[src/rtl/fsef_pkg.sv]
package fsef_pkg;

   typedef struct packed {
      logic [7:0] data_byte;
      logic       stream_end;
   } req_word_type;

   typedef struct packed {
      logic [2:0]  status;
      logic [63:0] extent;
   } rsp_word_type;

   typedef struct packed {
      logic [63:0] target_offset;
      logic [63:0] text_size;
   } cfg_type;

   typedef struct packed {
      logic         emit;
      rsp_word_type word;
   } step_result_type;

   // Result status codes
   localparam logic [2:0] ST_FOUND     = 3'd0;
   localparam logic [2:0] ST_MALFORMED = 3'd1;
   localparam logic [2:0] ST_SKIPPED   = 3'd2;
   localparam logic [2:0] ST_NO_NEXT   = 3'd3;
   localparam logic [2:0] ST_OUTSIDE   = 3'd4;

   // Register indexes
   localparam logic CSR_TARGET_OFFSET = 1'b0;
   localparam logic CSR_TEXT_SIZE     = 1'b1;

   // Varint decoding
   localparam int unsigned CONT_BIT      = 7;
   localparam logic [6:0]  OVERLONG_MASK = 7'h7e;
   // Group g of seven bits sits at shift 7*g; group 9 is shift 63, group 10 is past 64.
   localparam logic [3:0]  GROUP_LAST    = 4'd9;
   localparam logic [3:0]  GROUP_OVER    = 4'd10;

endpackage

[src/rtl/fsef_input_stage.sv]
module fsef_input_stage (
   input  logic                  clock,
   input  logic                  reset,
   input  logic                  req_valid,
   input  fsef_pkg::req_word_type req_word,
   output logic                  req_stall,
   input  logic                  advance,
   output logic                  in_valid,
   output fsef_pkg::req_word_type in_word
);
   import fsef_pkg::*;

   logic         in_valid_ff;
   logic         in_valid_in;
   req_word_type in_word_ff;

   // Hold the word only while the decode stage cannot move.
   assign req_stall   = in_valid_ff & ~advance;
   assign in_valid_in = req_stall ? in_valid_ff : req_valid;

   always_ff @(posedge clock) begin
      if (reset) begin
         in_valid_ff <= 1'b0;
      end else begin
         in_valid_ff <= in_valid_in;
      end
   end

   always_ff @(posedge clock) begin
      if (req_valid && !req_stall) begin
         in_word_ff <= req_word;
      end
   end

   assign in_valid = in_valid_ff;
   assign in_word  = in_word_ff;

endmodule

[src/rtl/fsef_decode.sv]
module fsef_decode (
   input  logic                     clock,
   input  logic                     reset,
   input  logic                     fire,
   input  fsef_pkg::req_word_type   in_word,
   input  fsef_pkg::cfg_type        cfg,
   output fsef_pkg::step_result_type result
);
   import fsef_pkg::*;

   logic [63:0] running_address_ff, running_address_in;
   logic [63:0] partial_delta_ff, partial_delta_in;
   logic [3:0]  group_ff, group_in;
   logic        target_matched_ff, target_matched_in;
   logic        answer_given_ff, answer_given_in;

   logic [6:0]  shift_amt;
   logic [63:0] chunk;
   logic [63:0] delta;
   logic [63:0] target_gap;
   logic [63:0] size_gap;
   logic [63:0] run_sum;
   logic        last;

   assign last       = in_word.stream_end;
   assign shift_amt  = {group_ff, 3'b000} - {3'b000, group_ff};
   assign chunk      = {57'd0, in_word.data_byte[6:0]} << shift_amt;
   assign delta      = partial_delta_ff | chunk;
   assign target_gap = cfg.target_offset - running_address_ff;
   assign size_gap   = cfg.text_size - running_address_ff;
   assign run_sum    = running_address_ff + delta;

   always_comb begin
      running_address_in = running_address_ff;
      partial_delta_in   = partial_delta_ff;
      group_in           = group_ff;
      target_matched_in  = target_matched_ff;
      answer_given_in    = answer_given_ff;
      result.emit        = 1'b0;
      result.word.status = ST_FOUND;
      result.word.extent = 64'd0;

      if (fire) begin
         if (answer_given_ff) begin
            // drop bytes until the stream ends
         end else if (cfg.target_offset >= cfg.text_size) begin
            result.emit        = 1'b1;
            result.word.status = ST_OUTSIDE;
         end else if (group_ff == GROUP_OVER) begin
            result.emit        = 1'b1;
            result.word.status = ST_MALFORMED;
         end else if (group_ff == GROUP_LAST &&
                      (in_word.data_byte[6:0] & OVERLONG_MASK) != 7'd0) begin
            result.emit        = 1'b1;
            result.word.status = ST_MALFORMED;
         end else if (in_word.data_byte[CONT_BIT]) begin
            partial_delta_in = delta;
            group_in         = group_ff + 4'd1;
            if (last) begin
               result.emit        = 1'b1;
               result.word.status = ST_MALFORMED;
            end
         end else begin
            partial_delta_in = 64'd0;
            group_in         = 4'd0;
            if (delta == 64'd0 || running_address_ff > cfg.text_size ||
                delta > size_gap) begin
               result.emit        = 1'b1;
               result.word.status = ST_MALFORMED;
            end else begin
               running_address_in = run_sum;
               if (target_matched_ff) begin
                  result.emit        = 1'b1;
                  result.word.status = ST_FOUND;
                  result.word.extent = delta - target_gap;
               end else if (running_address_ff > cfg.target_offset ||
                            delta > target_gap) begin
                  result.emit        = 1'b1;
                  result.word.status = ST_SKIPPED;
               end else begin
                  target_matched_in = (delta == target_gap);
                  if (last) begin
                     result.emit        = 1'b1;
                     result.word.status = ST_NO_NEXT;
                  end
               end
            end
         end

         if (result.emit) begin
            answer_given_in = 1'b1;
         end

         // The final byte clears the whole stream state.
         if (last) begin
            running_address_in = 64'd0;
            partial_delta_in   = 64'd0;
            group_in           = 4'd0;
            target_matched_in  = 1'b0;
            answer_given_in    = 1'b0;
         end
      end
   end

   always_ff @(posedge clock) begin
      if (reset) begin
         running_address_ff <= 64'd0;
         partial_delta_ff   <= 64'd0;
         group_ff           <= 4'd0;
         target_matched_ff  <= 1'b0;
         answer_given_ff    <= 1'b0;
      end else begin
         running_address_ff <= running_address_in;
         partial_delta_ff   <= partial_delta_in;
         group_ff           <= group_in;
         target_matched_ff  <= target_matched_in;
         answer_given_ff    <= answer_given_in;
      end
   end

endmodule

[src/rtl/fsef_output_stage.sv]
module fsef_output_stage (
   input  logic                      clock,
   input  logic                      reset,
   input  fsef_pkg::step_result_type result,
   output logic                      advance,
   output logic                      rsp_valid,
   input  logic                      rsp_stall,
   output fsef_pkg::rsp_word_type    rsp_word
);
   import fsef_pkg::*;

   logic         rsp_valid_ff, rsp_valid_in;
   rsp_word_type rsp_word_ff;

   // Advance whenever the result register is empty or being drained.
   assign advance      = ~rsp_valid_ff | ~rsp_stall;
   assign rsp_valid_in = advance ? result.emit : rsp_valid_ff;

   always_ff @(posedge clock) begin
      if (reset) begin
         rsp_valid_ff <= 1'b0;
      end else begin
         rsp_valid_ff <= rsp_valid_in;
      end
   end

   always_ff @(posedge clock) begin
      if (advance && result.emit) begin
         rsp_word_ff <= result.word;
      end
   end

   assign rsp_valid = rsp_valid_ff;
   assign rsp_word  = rsp_word_ff;

endmodule

[src/rtl/function_start_extent_finder_top.sv]
// Channel   Direction  Ports                                   Word
// request   in         req_valid, req_stall, req_word          data_byte, stream_end
// response  out        rsp_valid, rsp_stall, rsp_word          status, extent
// csr       in         csr_write_enable, csr_index, csr_write_data  target_offset, text_size
//
// One byte per cycle unless stalled; a response is registered behind the input register.
// The decode stage (varint assembly, running sum and 64-bit compares) sets the byte rate.
// Synchronous active-high reset clears both registers, the stream state and both valid bits.
// A stalled response holds the decode stage; the request side stalls only once its input
// register is full as well.
module function_start_extent_finder_top (
   input  logic                  clock,
   input  logic                  reset,
   input  logic                  req_valid,
   output logic                  req_stall,
   input  fsef_pkg::req_word_type req_word,
   output logic                  rsp_valid,
   input  logic                  rsp_stall,
   output fsef_pkg::rsp_word_type rsp_word,
   input  logic                  csr_write_enable,
   input  logic                  csr_index,
   input  logic [63:0]           csr_write_data
);
   import fsef_pkg::*;

   cfg_type         cfg_ff, cfg_in;
   logic            advance;
   logic            in_valid;
   req_word_type    in_word;
   step_result_type result;

   always_comb begin
      cfg_in = cfg_ff;
      if (csr_write_enable) begin
         case (csr_index)
            CSR_TARGET_OFFSET: cfg_in.target_offset = csr_write_data;
            CSR_TEXT_SIZE:     cfg_in.text_size     = csr_write_data;
            default:           cfg_in = cfg_ff;
         endcase
      end
   end

   always_ff @(posedge clock) begin
      if (reset) begin
         cfg_ff <= '0;
      end else begin
         cfg_ff <= cfg_in;
      end
   end

   fsef_input_stage u_input_stage (
      .clock     (clock),
      .reset     (reset),
      .req_valid (req_valid),
      .req_word  (req_word),
      .req_stall (req_stall),
      .advance   (advance),
      .in_valid  (in_valid),
      .in_word   (in_word)
   );

   fsef_decode u_decode (
      .clock   (clock),
      .reset   (reset),
      .fire    (in_valid & advance),
      .in_word (in_word),
      .cfg     (cfg_ff),
      .result  (result)
   );

   fsef_output_stage u_output_stage (
      .clock     (clock),
      .reset     (reset),
      .result    (result),
      .advance   (advance),
      .rsp_valid (rsp_valid),
      .rsp_stall (rsp_stall),
      .rsp_word  (rsp_word)
   );

endmodule

[config.mk]
export PLATFORM = sky130hd
export DESIGN_NAME = function_start_extent_finder_top
export DESIGN_NICKNAME = d
export VERILOG_FILES = /design/src/rtl/fsef_pkg.sv /design/src/rtl/fsef_input_stage.sv /design/src/rtl/fsef_decode.sv /design/src/rtl/fsef_output_stage.sv /design/src/rtl/function_start_extent_finder_top.sv
export SDC_FILE = /design/constraint.sdc
export NUM_CORES = 2
export LEC_CHECK = 0
export BUFFER_PORTS_ARGS = -buffer_cell sky130_fd_sc_hd__buf_2
export CORE_ASPECT_RATIO = 1.25
export CORE_UTILIZATION = 58
export CTS_CLUSTER_SIZE = 14
export DETAILED_ROUTE_END_ITERATION = 12
export PLACE_DENSITY = 0.79
export RECOVER_POWER = 100
export SKIP_LAST_GASP = 1
export SYNTH_ARGS = -nofsm -noshare
export SYNTH_HDL_FRONTEND = slang
export SYNTH_SLANG_ARGS = --single-unit
[constraint.sdc]
create_clock -name clock -period 7.65 [get_ports clock]
set_clock_uncertainty 0.2 [all_clocks]
set_input_delay 0.3825 -clock clock [delete_from_list [all_inputs] [get_ports clock]]
set_output_delay 0.3825 -clock clock [all_outputs]
set_load 0.05 [all_outputs]
==> results.sh <==
export IMPL_io_pins=148
export IMPL_critPathCaptureType="flop"
export IMPL_ys_seq_area_share_pct=23.9
export IMPL_synthFlopType="dfxtp_1"
export IMPL_path_max_fanout=50
export IMPL_placeableCoreArea_sq_mm=0.0538
export IMPL_drv_cap=3
export IMPL_hold_path_depth=2
export IMPL_worst_slack_ps=299
export IMPL_place_congestion=1.03
export IMPL_cts_made_buffers=38
export IMPL_hpwl_mm=86.2
export IMPL_drtPass1Iterations=7
export IMPL_grt_pass1_vias=30700
export IMPL_p_leak_nw=15.6
export IMPL_synth_net_count=4667
export IMPL_ys_warn_count=0
export IMPL_required_ps=7760
export IMPL_grt_max_degree=88
export IMPL_hold_viol_final=0
export IMPL_worstSetupPathDepth=27
export IMPL_pre_cts_ws_ps=-28.7
export IMPL_cpMaxStageDelayCell="o311ai_0"
export IMPL_finalCriticalPeriod_ps=7350
export IMPL_clock_latency_ps=590
export IMPL_yosysTopAreaCell="dfxtp_1"
export IMPL_crit_type="flop to flop"
export IMPL_slew_viol_final=241
export IMPL_post_drt_via_cell_ratio=6.46
export IMPL_cts_tree="yes"
export IMPL_syn_avg_cell_area_sq_um=7.55
export IMPL_critPathArrivalTime_ps=7460
export IMPL_antennaDiodeCount=0
export IMPL_critPathBufInv=5
export IMPL_clock_fmax_mhz=136
export IMPL_ir_worst_vdd_v=0.000204
export IMPL_synth_seq_cells=340
export IMPL_gr_total_overflow=0
export IMPL_yosysUniqueCellTypes=87
export IMPL_synth_edf_count=76
export IMPL_cts_root_buf="clkbuf_16"
export IMPL_drive_gt1_share_pct=6.58
export IMPL_power_density_mw_per_mm2=236
export IMPL_drt_wl_total_mm=110
export IMPL_finalCritPeriodShare_pct=96.1
export IMPL_fin_tns_setup_ps=0
export IMPL_worst_slew_pin_slew_ps=4130
export IMPL_fin_nets=4834
export IMPL_violations="max-capacitance violations, max-slew violations"
export IMPL_htreeDepth=2
export IMPL_syn_inst=4196
export IMPL_status="complete, but fails checks"
export IMPL_n_fill_cell=4792
export IMPL_first_iter_violations=3488
export IMPL_row_count=95
export IMPL_maxSlewHeadroom_pct=-175
export IMPL_track_usage_pct=38.7
export IMPL_dr_wl_met2_mm=49.1
export IMPL_dieArea_sq_mm=0.0556
export IMPL_clk_pin_slew_worst_paths_ps=60
export IMPL_yosys_area_top_type_share_pct=16.7
export IMPL_antenna_found_initial=1
export IMPL_drtAntennaViolNets=0
export IMPL_wl_met1_mm=46.0
export IMPL_area_delta_synth_final_pct=11.5
export IMPL_worstSetupStartpointType="flop"
export IMPL_wl_met3_mm=9.70
export IMPL_drc=0
export IMPL_top_layer="met5"
export IMPL_async_reset_ff_share_pct=0
export IMPL_hold_path_class="flop to flop"
export IMPL_rsz0062_at_grt="no"
export IMPL_multi_input_area_sq_mm=0.0225
export IMPL_slowest_delay_ps=710
export IMPL_setup_viol=0
export IMPL_wire_per_inst_microns=21.5
export IMPL_synth_area_leaders="dfxtp_1 (17%), ha_1 (15%), a21oi_1 (9.1%)"
export IMPL_path_common_cell="a21oi_1"
export IMPL_seqCellArea_sq_mm=0.00757
export IMPL_grt_pass1_wl_mm=170
export IMPL_reg2regPathDepth=27
export IMPL_vias=33100
export IMPL_port_buffers=147
export IMPL_die_x_microns=211
export IMPL_cts_sinks=340
export IMPL_die_h_microns=263
export IMPL_crit_family="compound AO/OA/AOI/OAI gates"
export IMPL_cts_buffer_depth=3
export IMPL_netlist_area_sq_mm=0.0317
export IMPL_initial_utilization_pct=58.8
-- state kept, by name, indices dropped and copies added (netlist names) --
name / count
u_decode.answer_given_ff: 1
u_decode.partial_delta_ff: 64
u_output_stage.rsp_word: 67
u_decode.target_matched_ff: 1
u_input_stage.in_valid: 1
u_decode.group_ff: 4
u_output_stage.rsp_valid: 1
u_input_stage.in_word: 9
u_decode.running_address_ff: 64
cfg_ff: 128
-- metrics by stage --
step	hold slack (ps)	util [%]	area, sq um	cells	power (mW)
floorplan	231	-	31700	4196	4.89
global placement	246	62.0	33400	4972	6.23
detailed placement	259	62.0	33400	4972	6.25
CTS	274	65.8	35500	5118	8.22
global route	287	65.6	35300	5119	8.73
finish	274	65.6	35300	5119	8.35
-- worst register-to-register path, cell delays in order (launching register included) --
cell and delay, ps:
dfxtp_1 410, inv_1 120, ha_1 390, a21oi_1 280, o21ai_0 190, o311ai_0 710
a21oi_1 160, o221ai_1 360, o221ai_1 240, a21oi_1 300, o311a_1 330, o41ai_1 130
buf_4 170, a21oi_1 150, xor2_1 250, ha_1 290, and3_1 210, nand2_1 130
nor4_4 470, nor2b_1 220, nand4_1 100, buf_4 180, a21boi_0 130, a311oi_1 290
nor2b_1 230, a21o_1 170, inv_2 60, buf_12 170
-- what timing repair did --
action	CTS	global route
hold endpoints to repair	152	0
buffers inserted	0	1
resized for setup	1	8
pin swaps	0	1
hold buffers	77	0
endpoints found under the setup margin	68	143
-- placed cells by master, fill, tap and decap left out, types with 12 or more instances in the layout --
cell	n
and2_1	30
o21ai_0	207
nor2_1	314
a31oi_1	47
xor2_1	105
nor3_1	94
o211ai_1	44
a211o_1	14
nand2_1	520
nand2b_1	39
nor4_1	29
dfxtp_1	264
o21bai_1	52
clkbuf_16	38
edfxtp_1	76
and4_1	12
clkbuf_1	85
nor3b_1	16
or3_1	33
a211oi_1	29
ha_1	388
o31ai_1	17
inv_1	226
xnor2_1	132
nand3_1	84
a221oi_1	14
nand4_1	88
a21o_1	197
and3_1	44
nor2b_1	36
o21a_1	36
buf_4	81
dlygate4sd3_1	77
a21oi_1	576
or2_2	13
buf_2	79
-- path summary, 6_finish.rpt --
check                                                                   from                                  endpoint  slack, ps
worst min register to register                       cfg_ff[64]$_SDFFE_PP0P_                   cfg_ff[64]$_SDFFE_PP0P_        270
worst min-delay path                                 cfg_ff[64]$_SDFFE_PP0P_                   cfg_ff[64]$_SDFFE_PP0P_        270
worst max-delay path            u_decode.running_address_ff[14]$_SDFFE_PP0P_  u_output_stage.rsp_word[3]$_SDFFCE_PN0P_        300
worst max register to register  u_decode.running_address_ff[14]$_SDFFE_PP0P_  u_output_stage.rsp_word[3]$_SDFFCE_PN0P_        300
-- cell families (layout without fill, tap and decap cells) --
| family | after synthesis | in the layout | synth area share (%) |
|---|---|---|---|
| compound gates | 1392 | 1392 | 27.5 |
| flops | 340 | 340 | 23.9 |
| buf+inv | 425 | 621 | 5.25 |
| simple gates | 1395 | 1395 | 20.6 |
| fa+ha+maj | 392 | 392 | 15.6 |
| xor+xnor | 238 | 238 | 6.58 |
| mux | 14 | 14 | 0.616 |
-- where the power goes --
part | total, mW | switching, mW | internal [mW]
clock | 1.93 | 0.817 | 1.11
sequential | 1.97 | 0.0603 | 1.91
combinational | 4.45 | 2.87 | 1.59
total | 8.35 | 3.75 | 4.61
-- cell usage after synthesis (10+ instances only) --
library cell  count
inv_1           227
a2111oi_0        12
o31ai_1          17
buf_1            23
xor2_1          106
a21oi_1         577
a21boi_0         10
a211o_1          14
nor3b_1          16
dfxtp_1         264
and2_1           31
o21a_1           36
buf_2            16
xnor2_1         132
a21o_1          197
o21bai_1         52
o211ai_1         44
a221o_1          10
nand2b_1         40
and4_1           12
or2_2            13
or3_1            33
nor2b_1          37
and3_1           44
clkbuf_1        150
a31o_2           11
nor4_1           30
nand4_1          88
a221oi_1         16
o41ai_1          10
nand2_1         521
o21ai_0         207
edfxtp_1         76
nor3_1           94
a211oi_1         30
nand3_1          84
nand3b_1         11
ha_1            388
nor2_1          314
a31oi_1          47
-- final cells by class --
type                    instances  area share [%]
well taps                     727            2.57
flip-flops and latches        340            21.4
repair buffers                325            6.27
clock buffers                  47            2.84
multi-input cells            3431            63.7
inverters                     227            2.41
clock inverters                22           0.744
-- layer usage --
metal,vias to the layer above,GRT usage [%]
met5,-,0
met4,2,16.8
met3,275,5.57
met2,1575,61.7
met1,15600,51.7
li1,15600,-
(Power assumes the default switching activity.)
